==> src/vtgb_pkg.sv <==
// ----------------------------------------------------------------------------
// vtgb_pkg
// Shared types, constants and helpers of the vector-tile geometry box block.
// ----------------------------------------------------------------------------
package vtgb_pkg;

    localparam int unsigned VTGB_QUEUE_DEPTH = 4;
    localparam int unsigned VTGB_ACC_W       = 35;
    localparam int unsigned VTGB_COORD_W     = 32;
    localparam int unsigned VTGB_CNT_W       = 4;
    localparam logic [VTGB_CNT_W-1:0] VTGB_LAST_VARINT_BYTE = 4'd9;
    localparam logic [VTGB_CNT_W-1:0] VTGB_GATHER_BYTES     = 4'd5;
    localparam logic [7:0] VTGB_PAYLOAD_MASK = 8'h7f;
    localparam logic [7:0] VTGB_CONT_MASK    = 8'h80;

    typedef enum logic [2:0] {
        CMD_NONE    = 3'd0,
        CMD_MOVE_TO = 3'd1,
        CMD_LINE_TO = 3'd2,
        CMD_OTHER3  = 3'd3,
        CMD_OTHER4  = 3'd4,
        CMD_OTHER5  = 3'd5,
        CMD_OTHER6  = 3'd6,
        CMD_OTHER7  = 3'd7
    } cmd_id_t;

    typedef struct packed {
        logic                           is_summary;
        logic signed [VTGB_COORD_W-1:0] vertex_x;
        logic signed [VTGB_COORD_W-1:0] vertex_y;
        logic [VTGB_COORD_W-1:0]        box_width;
        logic [VTGB_COORD_W-1:0]        box_height;
        logic                           any_vertex;
        logic                           last;
    } result_t;

    typedef struct packed {
        logic [1:0] n;
        result_t    first;
        result_t    second;
    } push_t;

    function automatic logic [VTGB_COORD_W-1:0] unzig(input logic [VTGB_COORD_W-1:0] n);
        unzig = (n >> 1) ^ {VTGB_COORD_W{n[0]}};
    endfunction

endpackage

==> src/vector_tile_geometry_bbox.sv <==
// ----------------------------------------------------------------------------
// vector_tile_geometry_bbox
// Decodes a vector-tile geometry byte stream into vertices and a bounding box.
// ----------------------------------------------------------------------------
// Channel   Direction  Item
// s_        in         one buffer byte and its end-of-buffer flag
// m_        out        one vertex or one bounding-box summary
//
// One byte is taken per cycle while s_ready is high; each byte yields zero, one or two items.
// Decoding and the box fold are done in the cycle the byte is accepted and
// the items are written into a small result queue.
// s_ready is high while the queue has room for two items, so stalls on the
// result side hold back input only once fewer than two places are left.
// Synchronous active-low reset clears the decoder state and empties the queue.
// ----------------------------------------------------------------------------
module vector_tile_geometry_bbox
    import vtgb_pkg::*;
#(
    parameter int unsigned QUEUE_DEPTH = VTGB_QUEUE_DEPTH
) (
    input  logic               aclk,
    input  logic               aresetn,
    input  logic               s_valid,
    output logic               s_ready,
    input  logic [7:0]         s_data_byte,
    input  logic               s_end_of_buffer,
    output logic               m_valid,
    input  logic               m_ready,
    output logic               m_is_summary,
    output logic signed [31:0] m_vertex_x,
    output logic signed [31:0] m_vertex_y,
    output logic [31:0]        m_box_width,
    output logic [31:0]        m_box_height,
    output logic               m_any_vertex,
    output logic               m_last
);

    logic    accept;
    logic    pop;
    logic    room;
    push_t   push;
    result_t head;

    assign s_ready = room;
    assign accept  = s_valid && room;
    assign pop     = m_valid && m_ready;

    vtgb_step u_step (
        .aclk          (aclk),
        .aresetn       (aresetn),
        .accept        (accept),
        .data_byte     (s_data_byte),
        .end_of_buffer (s_end_of_buffer),
        .push          (push)
    );

    vtgb_queue #(
        .DEPTH (QUEUE_DEPTH)
    ) u_queue (
        .aclk      (aclk),
        .aresetn   (aresetn),
        .push      (push),
        .pop       (pop),
        .room      (room),
        .not_empty (m_valid),
        .head      (head)
    );

    assign m_is_summary = head.is_summary;
    assign m_vertex_x   = head.vertex_x;
    assign m_vertex_y   = head.vertex_y;
    assign m_box_width  = head.box_width;
    assign m_box_height = head.box_height;
    assign m_any_vertex = head.any_vertex;
    assign m_last       = head.last;

endmodule

==> src/vtgb_step.sv <==
// ----------------------------------------------------------------------------
// vtgb_step
// Varint assembly, command and delta decoding, cursor and box state.
// ----------------------------------------------------------------------------
module vtgb_step
    import vtgb_pkg::*;
(
    input  logic       aclk,
    input  logic       aresetn,
    input  logic       accept,
    input  logic [7:0] data_byte,
    input  logic       end_of_buffer,
    output push_t      push
);

    logic [VTGB_ACC_W-1:0]   acc_reg, acc_next;
    logic [VTGB_CNT_W-1:0]   cnt_reg, cnt_next;
    logic [31:0]             params_reg, params_next;
    logic                    expy_reg, expy_next;
    logic [31:0]             cx_reg, cx_next, cy_reg, cy_next;
    logic [31:0]             minx_reg, minx_next, maxx_reg, maxx_next;
    logic [31:0]             miny_reg, miny_next, maxy_reg, maxy_next;
    logic                    seen_reg, seen_next;

    logic [VTGB_ACC_W-1:0]   acc_v;
    logic [VTGB_ACC_W-1:0]   shifted;
    logic                    done;
    logic                    vtx_emit;
    logic                    fold_en;
    logic [31:0]             fminx, fmaxx, fminy, fmaxy;
    logic                    fseen;
    result_t                 vtx_res;
    result_t                 sum_res;

    always_comb begin
        case (cnt_reg[2:0])
            3'd0:    shifted = VTGB_ACC_W'(data_byte & VTGB_PAYLOAD_MASK);
            3'd1:    shifted = VTGB_ACC_W'(data_byte & VTGB_PAYLOAD_MASK) << 7;
            3'd2:    shifted = VTGB_ACC_W'(data_byte & VTGB_PAYLOAD_MASK) << 14;
            3'd3:    shifted = VTGB_ACC_W'(data_byte & VTGB_PAYLOAD_MASK) << 21;
            3'd4:    shifted = VTGB_ACC_W'(data_byte & VTGB_PAYLOAD_MASK) << 28;
            default: shifted = '0;
        endcase
    end

    always_comb begin
        acc_v       = (cnt_reg < VTGB_GATHER_BYTES) ? (acc_reg | shifted) : acc_reg;
        done        = ((data_byte & VTGB_CONT_MASK) == 8'h00) ||
                      (cnt_reg >= VTGB_LAST_VARINT_BYTE) || end_of_buffer;
        acc_next    = acc_v;
        cnt_next    = cnt_reg + 1'b1;
        params_next = params_reg;
        expy_next   = expy_reg;
        cx_next     = cx_reg;
        cy_next     = cy_reg;
        vtx_emit    = 1'b0;

        if (done) begin
            acc_next = '0;
            cnt_next = '0;
            if (params_reg == 32'd0) begin
                case (cmd_id_t'(acc_v[2:0])) inside
                    CMD_MOVE_TO, CMD_LINE_TO: begin
                        params_next = acc_v[34:3];
                        expy_next   = 1'b0;
                    end
                    default: ;
                endcase
            end else if (!expy_reg) begin
                cx_next   = cx_reg + unzig(acc_v[31:0]);
                expy_next = 1'b1;
            end else begin
                cy_next     = cy_reg + unzig(acc_v[31:0]);
                expy_next   = 1'b0;
                params_next = params_reg - 32'd1;
                vtx_emit    = 1'b1;
            end
        end

        fold_en = vtx_emit || (end_of_buffer && (params_next != 32'd0));

        fminx = minx_reg;
        fmaxx = maxx_reg;
        fminy = miny_reg;
        fmaxy = maxy_reg;
        fseen = seen_reg;
        if (fold_en) begin
            fseen = 1'b1;
            if (!seen_reg) begin
                fminx = cx_next;
                fmaxx = cx_next;
                fminy = cy_next;
                fmaxy = cy_next;
            end else begin
                if ($signed(cx_next) < $signed(minx_reg)) fminx = cx_next;
                if ($signed(maxx_reg) < $signed(cx_next)) fmaxx = cx_next;
                if ($signed(cy_next) < $signed(miny_reg)) fminy = cy_next;
                if ($signed(maxy_reg) < $signed(cy_next)) fmaxy = cy_next;
            end
        end

        vtx_res            = '0;
        vtx_res.vertex_x   = cx_next;
        vtx_res.vertex_y   = cy_next;
        vtx_res.last       = !end_of_buffer;

        sum_res            = '0;
        sum_res.is_summary = 1'b1;
        sum_res.box_width  = fseen ? (fmaxx - fminx) : 32'd0;
        sum_res.box_height = fseen ? (fmaxy - fminy) : 32'd0;
        sum_res.any_vertex = fseen;
        sum_res.last       = 1'b1;

        push.n      = 2'(fold_en) + 2'(end_of_buffer);
        push.first  = fold_en ? vtx_res : sum_res;
        push.second = sum_res;
        if (!accept) begin
            push.n = 2'd0;
        end

        minx_next = fminx;
        maxx_next = fmaxx;
        miny_next = fminy;
        maxy_next = fmaxy;
        seen_next = fseen;

        if (end_of_buffer) begin
            acc_next    = '0;
            cnt_next    = '0;
            params_next = '0;
            expy_next   = 1'b0;
            cx_next     = '0;
            cy_next     = '0;
            minx_next   = '0;
            maxx_next   = '0;
            miny_next   = '0;
            maxy_next   = '0;
            seen_next   = 1'b0;
        end
    end

    always_ff @(posedge aclk) begin
        if (!aresetn) begin
            acc_reg    <= '0;
            cnt_reg    <= '0;
            params_reg <= '0;
            expy_reg   <= 1'b0;
            cx_reg     <= '0;
            cy_reg     <= '0;
            minx_reg   <= '0;
            maxx_reg   <= '0;
            miny_reg   <= '0;
            maxy_reg   <= '0;
            seen_reg   <= 1'b0;
        end else if (accept) begin
            acc_reg    <= acc_next;
            cnt_reg    <= cnt_next;
            params_reg <= params_next;
            expy_reg   <= expy_next;
            cx_reg     <= cx_next;
            cy_reg     <= cy_next;
            minx_reg   <= minx_next;
            maxx_reg   <= maxx_next;
            miny_reg   <= miny_next;
            maxy_reg   <= maxy_next;
            seen_reg   <= seen_next;
        end
    end

endmodule

==> src/vtgb_queue.sv <==
// ----------------------------------------------------------------------------
// vtgb_queue
// Result queue taking up to two items per cycle and giving out one.
// ----------------------------------------------------------------------------
module vtgb_queue
    import vtgb_pkg::*;
#(
    parameter int unsigned DEPTH = VTGB_QUEUE_DEPTH
) (
    input  logic    aclk,
    input  logic    aresetn,
    input  push_t   push,
    input  logic    pop,
    output logic    room,
    output logic    not_empty,
    output result_t head
);

    localparam int unsigned PTR_W = $clog2(DEPTH);
    localparam int unsigned CNT_W = $clog2(DEPTH + 1);

    result_t            q_reg [DEPTH];
    logic [PTR_W-1:0]   wr_reg, wr_next;
    logic [PTR_W-1:0]   rd_reg, rd_next;
    logic [CNT_W-1:0]   count_reg, count_next;
    logic [PTR_W-1:0]   wr_second;

    assign wr_second = wr_reg + PTR_W'(1);
    assign room      = count_reg <= CNT_W'(DEPTH - 2);
    assign not_empty = count_reg != '0;
    assign head      = q_reg[rd_reg];

    always_comb begin
        wr_next    = wr_reg + PTR_W'(push.n);
        rd_next    = pop ? rd_reg + PTR_W'(1) : rd_reg;
        count_next = count_reg + CNT_W'(push.n) - CNT_W'(pop);
    end

    always_ff @(posedge aclk) begin
        if (push.n != 2'd0) begin
            q_reg[wr_reg] <= push.first;
        end
        if (push.n == 2'd2) begin
            q_reg[wr_second] <= push.second;
        end
    end

    always_ff @(posedge aclk) begin
        if (!aresetn) begin
            wr_reg    <= '0;
            rd_reg    <= '0;
            count_reg <= '0;
        end else begin
            wr_reg    <= wr_next;
            rd_reg    <= rd_next;
            count_reg <= count_next;
        end
    end

endmodule

==> config.mk <==
export PLATFORM = sky130hd
export DESIGN_NAME = vector_tile_geometry_bbox
export DESIGN_NICKNAME = d
export VERILOG_FILES = /design/src/vtgb_pkg.sv /design/src/vector_tile_geometry_bbox.sv /design/src/vtgb_step.sv /design/src/vtgb_queue.sv
export SDC_FILE = /design/constraint.sdc
export NUM_CORES = 2
export LEC_CHECK = 0
export CAP_MARGIN = 0
export CORE_MARGIN = 2
export CORE_UTILIZATION = 65
export DETAILED_ROUTE_END_ITERATION = 10
export DONT_BUFFER_PORTS = 1
export PLACE_DENSITY = 0.81
export SLEW_MARGIN = 20
export SYNTH_ARGS = -nofsm -noshare
export SYNTH_HDL_FRONTEND = slang
export SYNTH_HIERARCHICAL = 1
export SYNTH_SLANG_ARGS = --single-unit
==> constraint.sdc <==
create_clock -name aclk -period 20.7 [get_ports aclk]
set_input_delay 0 -clock aclk [delete_from_list [all_inputs] [get_ports aclk]]
set_output_delay 0 -clock aclk [all_outputs]
set_load 0.02 [all_outputs]
## After elaboration in Yosys (flattened, before gate mapping)

Memories as Yosys holds them, arrays and structs flattened. A register that Yosys moved wholly into a read port is not among the register bits.
Cells that the tools add are included.

- Bits of input ports: 13
- Memories: 1
- Output and inout port bits: 133
- Bits in writable memories: 524
- Flip-flop bits (word level): 272

Memories:

| name | words | bits a word | read ports | clocked after memory_dff | write ports | RTL line | RTL |
|---|---|---|---|---|---|---|---|
| u_queue.q_reg | 4 | 131 | 1 | 1 | 2 | vtgb_queue.sv:22 | `result_t q_reg [DEPTH];` |

- Bitwise operators: 2
- Muxes and demuxes: 55
- Reduce and logical (&&, ||, !) cells: 16
- Equality and inequality tests: 8
- Order comparisons: 7
- Add/subtract/negate cells: 12

Operators by type and width:

| cell | count |
|---|---|
| 2-to-1 mux 32 bit | 31 |
| one-hot mux 35 bit (5 select lines) | 1 |
| 2-to-1 mux 131 bit | 1 |
| < comparator 32 bit | 4 |
| 2-to-1 mux 35 bit | 3 |
| adder 32 bit | 2 |
| subtractor 32 bit | 2 |
| bitwise OR 35 bit | 1 |
| logical NOT 32 bit | 1 |
| nonzero test 32 bit | 1 |
| subtractor 32 x 1 -> 32 bit, second input constant | 1 |
| bitwise XOR 31 x 32 -> 32 bit | 1 |
| 2-to-1 mux 1 bit | 14 |
| equality test 3 x 2 -> 1 bit, second input constant | 3 |
| logical NOT 8 bit | 1 |
| 2-to-1 mux 4 bit | 2 |
| equality test 3 x 1 -> 1 bit, second input constant | 2 |
| 2-to-1 mux 2 bit | 3 |
| adder 2 x 1 -> 2 bit, second input constant | 2 |
| adder 4 x 1 -> 4 bit, second input constant | 1 |
| greater-or-equal comparator 4 bit, second input constant | 1 |
| < comparator 4 x 3 -> 1 bit, second input constant | 1 |
| nonzero test 2 bit | 2 |
| adder 3 x 2 -> 3 bit | 1 |
| other kinds (14) | 18 |

## Logic depth before layout (Yosys ltp)

- Depth after elaboration: 17
- Gate-level depth with buffers: 60
- Depth with buffers taken out: 55

## Hierarchy

Netlist, hierarchy kept.

By module, submodules not included:

| module | area each (µm²) | instances | seq. area each (µm²) | cells each |
|---|---|---|---|---|
| vtgb_queue | 26,291.5 | 1 | 15,915.3 | 1,316 |
| vtgb_step | 24,921.4 | 1 | 5,305.1 | 3,445 |
| vector_tile_geometry_bbox | 12.5 | 1 | 0.0 | 2 |

## Least setup slack after synthesis

Ideal clock, no wire load.

- Kind: reg2reg
- From: reg u_step.cnt_reg[3]
- To: mem u_queue/q_reg[0][0] (netlist bit), enable pin
- Setup slack: 5.928 ns
- Cell stages (with the launch flop): 23
- Arrival: 13.970 ns
- Clock period less this slack: 14.772 ns
- Setup time: 0.802 ns
- Buffers on the path: 6
- Required time: 19.898 ns
- Path through: dfxtp_1 -> clkbuf_1 -> clkbuf_1 -> nor2b_1 -> clkbuf_1 -> a21oi_1 -> clkbuf_1 -> clkbuf_1 -> ha_1 -> o21ba_2 -> nand2_1 -> nor3_1 -> nand3_1 -> o221a_2 -> a2111oi_2 -> o2111ai_1 -> nor3_2 -> nor2_1 -> clkbuf_1 -> ha_1 -> and2_1 -> o21bai_1 -> o21ai_0

RTL lines:

| what | RTL line | RTL |
|---|---|---|
| start: declaration | vtgb_step.sv:17 | `logic [VTGB_CNT_W-1:0] cnt_reg, cnt_next;` |
| start signal: assignment | vtgb_step.sv:157 | `cnt_reg <= cnt_next;` |
| end: declaration | vtgb_queue.sv:22 |  |

==> metrics.txt <==
result of the run completed; Unique masters post-synth around 110; dominant synthesized flop cell sky130_fd_sc_hd__edfxtp_1; maximum count of clock buffers along a single path 3; Max Clock Skew about 0.035 ns; Hold-fix buffers, CTS 15; reg-to-reg startpoint u_step/cnt_reg[0]; initial antenna violation count 0; DP Cell Count 5606; overflow left after global routing 0; setup repair after global routing missed its margin false; maximum clock frequency ~70 MHz; final wirelength 146.4 mm; worst hold slack across all endpoints 0.05273 ns; headroom to the max-slew limit between 20 and 25%; total core area 77720 sq um; fin. max-slew vios 0; Hold/Removal Path Class input port to register; critical path class register to register; Max Cap Violations 0; final period utilization between 60% and 70%; final instance area 54850 sq um; # nets final between 4000 and 5000; transition at the pin with the smallest max-transition slack 1.197 ns; number of port buffers 0; I/O pin cnt ~150; DRC viols 0; synth-to-layout area growth 7.071%; Final setup violation count 0; number of clock buffers inserted by TritonCTS 86; cell count after synthesis around 4800; total clock sinks around 800; Post-Synthesis Mean Instance Area between 10 and 15 sq um; register bit count reported by yosys roughly 800; proportion of synthesized chip area in sequential cells 41.43%; final routed wire length divided by cell count 25.32 um; wire length of the first global-routing pass between 200 and 250 mm; final weighted congestion of routability-driven global placement 1.008; drt first-iter violations between 4000 and 5000; number of synthesis warnings 6; post-CTS setup buffers 0; flip-flop count of the largest register, all copies and words added 524; Antenna Violating Nets Remaining 0; required time of the worst setup path 21.21 ns; share of flip-flops with an asynchronous set or reset 0%; worst path arrival time approximately 15 ns; maximum fanout count along the critical path between 50 and 60; number of cells on the worst reg-to-reg path 54; drt first pass iters 8; CP delay by family, top compound AO/OA/AOI/OAI gates; Final Instance Count excl. Fillers between 5000 and 6000; Worst path max stage delay around 0.79 ns; number of cells upsized or downsized after cts 0; standard cell with the maximum stage delay on the critical path sky130_fd_sc_hd__nor2b_1; largest net degree at the start of global routing 132; Fillers 5406; die boundary width about 280 um; Cell Rows roughly 100; average via count per standard cell 6.748; y dimension of the die between 200 and 300 um; worst hold path startpoint s_data_byte[3]; CTS H-Tree Depth 3; register clock-pin slew on the reported worst setup and hold paths 0.06 ns; effective utilization at floorplan between 60% and 70%; count of flip-flops with a built-in enable after synthesis 524; Clock Root Buffer sky130_fd_sc_hd__clkbuf_16; Buf+Inv Stages, Crit Path 4; DIE AREA between 80000 and 90000 sq um; nature of the critical path endpoint register; number of instances on the worst hold path 4; setup TNS after final layout 0 ns; Synth Cell Area just over 50000 sq um; via count between 30000 and 40000; worst hold path endpoint u_step/params_reg[7]; nature of the critical path startpoint register; fraction of final layout cells sized beyond drive strength 1 between 15 and 20%; slack of the worst reg-to-reg path ~6.6 ns; fin crit period ~14 ns; placed inst area about 52000 sq um; clock latency at the later pin of the worst-skew pair between 0.6 and 0.7 ns; number of endpoints with negative hold slack in the final report 0; worst reg2reg path endpoint u_queue/q_reg[3][30]; All-Layer GR Usage a little over a third; via count of the first global-routing pass 38000; post-detail-place hpwl slightly below 100 mm; clock tree from TritonCTS yes
## cell type report
type / count / area [sq um] / area share (%)
flip-flops and latches: 798 / 21230 / 38.70
clock buffers: 109 / 2300 / 4.193
diodes: 1 / 2.502 / 0.004562
clock inverters: 50 / 653.1 / 1.191
inverters: 198 / 750.7 / 1.369
repair buffers: 98 / 845.8 / 1.542
multi-input cells: 3488 / 27770 / 50.63
well taps: 1040 / 1301 / 2.372
## stage by stage
stage / utilization [%] / setup slack (ns)
CTS: 70.53 / 6.921
global placement: 66.50 / 7.493
finish: 70.57 / 6.555
detailed placement: 66.50 / 7.051
floorplan: - / 5.928
global route: 70.57 / 5.452
## cell usage after synthesis, types with 23 or more instances
cell type | count | area (sq um)
sky130_fd_sc_hd__a211oi_1 | 25 | 187.7
sky130_fd_sc_hd__a21o_1 | 89 | 668.1
sky130_fd_sc_hd__a21oi_1 | 311 | 1556
sky130_fd_sc_hd__a22oi_1 | 118 | 885.9
sky130_fd_sc_hd__a31oi_1 | 57 | 356.6
sky130_fd_sc_hd__and2_1 | 47 | 294.0
sky130_fd_sc_hd__and3_1 | 23 | 143.9
sky130_fd_sc_hd__buf_1 | 32 | 120.1
sky130_fd_sc_hd__buf_2 | 61 | 305.3
sky130_fd_sc_hd__buf_4 | 71 | 533.0
sky130_fd_sc_hd__buf_6 | 28 | 315.3
sky130_fd_sc_hd__clkbuf_1 | 151 | 566.8
sky130_fd_sc_hd__dfxtp_1 | 274 | 5485
sky130_fd_sc_hd__edfxtp_1 | 524 | 15740
sky130_fd_sc_hd__ha_1 | 264 | 3303
sky130_fd_sc_hd__inv_1 | 192 | 720.7
sky130_fd_sc_hd__mux2_1 | 99 | 1115
sky130_fd_sc_hd__mux2_2 | 271 | 3052
sky130_fd_sc_hd__mux2_4 | 160 | 2402
sky130_fd_sc_hd__mux2i_1 | 38 | 380.4
sky130_fd_sc_hd__mux4_2 | 131 | 2950
sky130_fd_sc_hd__nand2_1 | 211 | 792.0
sky130_fd_sc_hd__nand3_1 | 58 | 290.3
sky130_fd_sc_hd__nand4_1 | 39 | 244.0
sky130_fd_sc_hd__nor2_1 | 617 | 2316
sky130_fd_sc_hd__nor2b_1 | 28 | 175.2
sky130_fd_sc_hd__nor3_1 | 65 | 325.3
sky130_fd_sc_hd__o21ai_0 | 173 | 865.8
sky130_fd_sc_hd__xnor2_1 | 105 | 919.6
sky130_fd_sc_hd__xor2_1 | 80 | 700.7
## per-layer routing
layer	global-route usage, %	share of wire, %
met1	43.71	37
met2	58.67	48
met3	6.576	9.1
met4	19.70	6.3
met5	0	0
## worst register-to-register path, delay by kind of cell (launching register included)
family	cells	cell delay (ns)
xor gates and xnor gates	2	0.76
buffers and inverters	4	0.58
AOI/OAI and AO/OA	31	7.41
muxes	1	0.16
adders and majority gates	5	1.61
DFF	1	0.36
and+or+nand+nor	11	3.16
## kinds of logic (layout without fill, tap and decap cells)
group                      count (synthesis)  count (layout)  share of synthesized area (%)
AOI/OAI and AO/OA                       1041            1041                          13.30
xor gates and xnor gates                 187             187                          3.251
adders and majority gates                269             269                          6.644
buffers and inverters                    541             455                          5.044
DFF                                      798             798                          41.43
muxes                                    700             700                          19.35
other                                      2              67                        0.01466
and+or+nand+nor                         1225            1225                          10.97
## worst max path at each step
| stage | startpoint | to | slack [ns] | cells past startpoint |
|---|---|---|---|---|
| 3_3_place_gp | u_step/cnt_reg[0] | u_queue/q_reg[1][62] | 7.49 | 53 |
| 5_1_grt | u_step/cnt_reg[0] | u_queue/q_reg[1][30] | 5.45 | 54 |
| 6_report | u_step/cnt_reg[0] | u_queue/q_reg[3][30] | 6.55 | 54 |
| 3_5_place_dp | u_step/cnt_reg[0] | u_queue/q_reg[3][30] | 7.05 | 54 |
| 4_1_cts | u_step/cnt_reg[0] | u_queue/q_reg[3][30] | 6.92 | 54 |
| 2_1_floorplan | u_step/cnt_reg[3] | u_queue/q_reg[0][0] | 5.93 | 22 |
## layout by cell type (no fill, tap or decap), types with 56 or more instances in the layout
cell	Yosys	final
sky130_fd_sc_hd__a21o_1	89	89
sky130_fd_sc_hd__a21oi_1	311	310
sky130_fd_sc_hd__a22oi_1	118	118
sky130_fd_sc_hd__a31oi_1	57	57
sky130_fd_sc_hd__buf_4	71	80
sky130_fd_sc_hd__clkbuf_16	0	87
sky130_fd_sc_hd__conb_1	2	66
sky130_fd_sc_hd__dfxtp_1	274	272
sky130_fd_sc_hd__edfxtp_1	524	524
sky130_fd_sc_hd__ha_1	264	264
sky130_fd_sc_hd__inv_1	192	189
sky130_fd_sc_hd__mux2_1	99	99
sky130_fd_sc_hd__mux2_2	271	271
sky130_fd_sc_hd__mux2_4	160	160
sky130_fd_sc_hd__mux4_2	131	131
sky130_fd_sc_hd__nand2_1	211	209
sky130_fd_sc_hd__nand3_1	58	56
sky130_fd_sc_hd__nor2_1	617	613
sky130_fd_sc_hd__nor3_1	65	65
sky130_fd_sc_hd__o21ai_0	173	172
sky130_fd_sc_hd__xnor2_1	105	105
sky130_fd_sc_hd__xor2_1	80	80
Power is not shown: default switching activity piles up to over one toggle a cycle in this logic, so the estimate is an artifact.
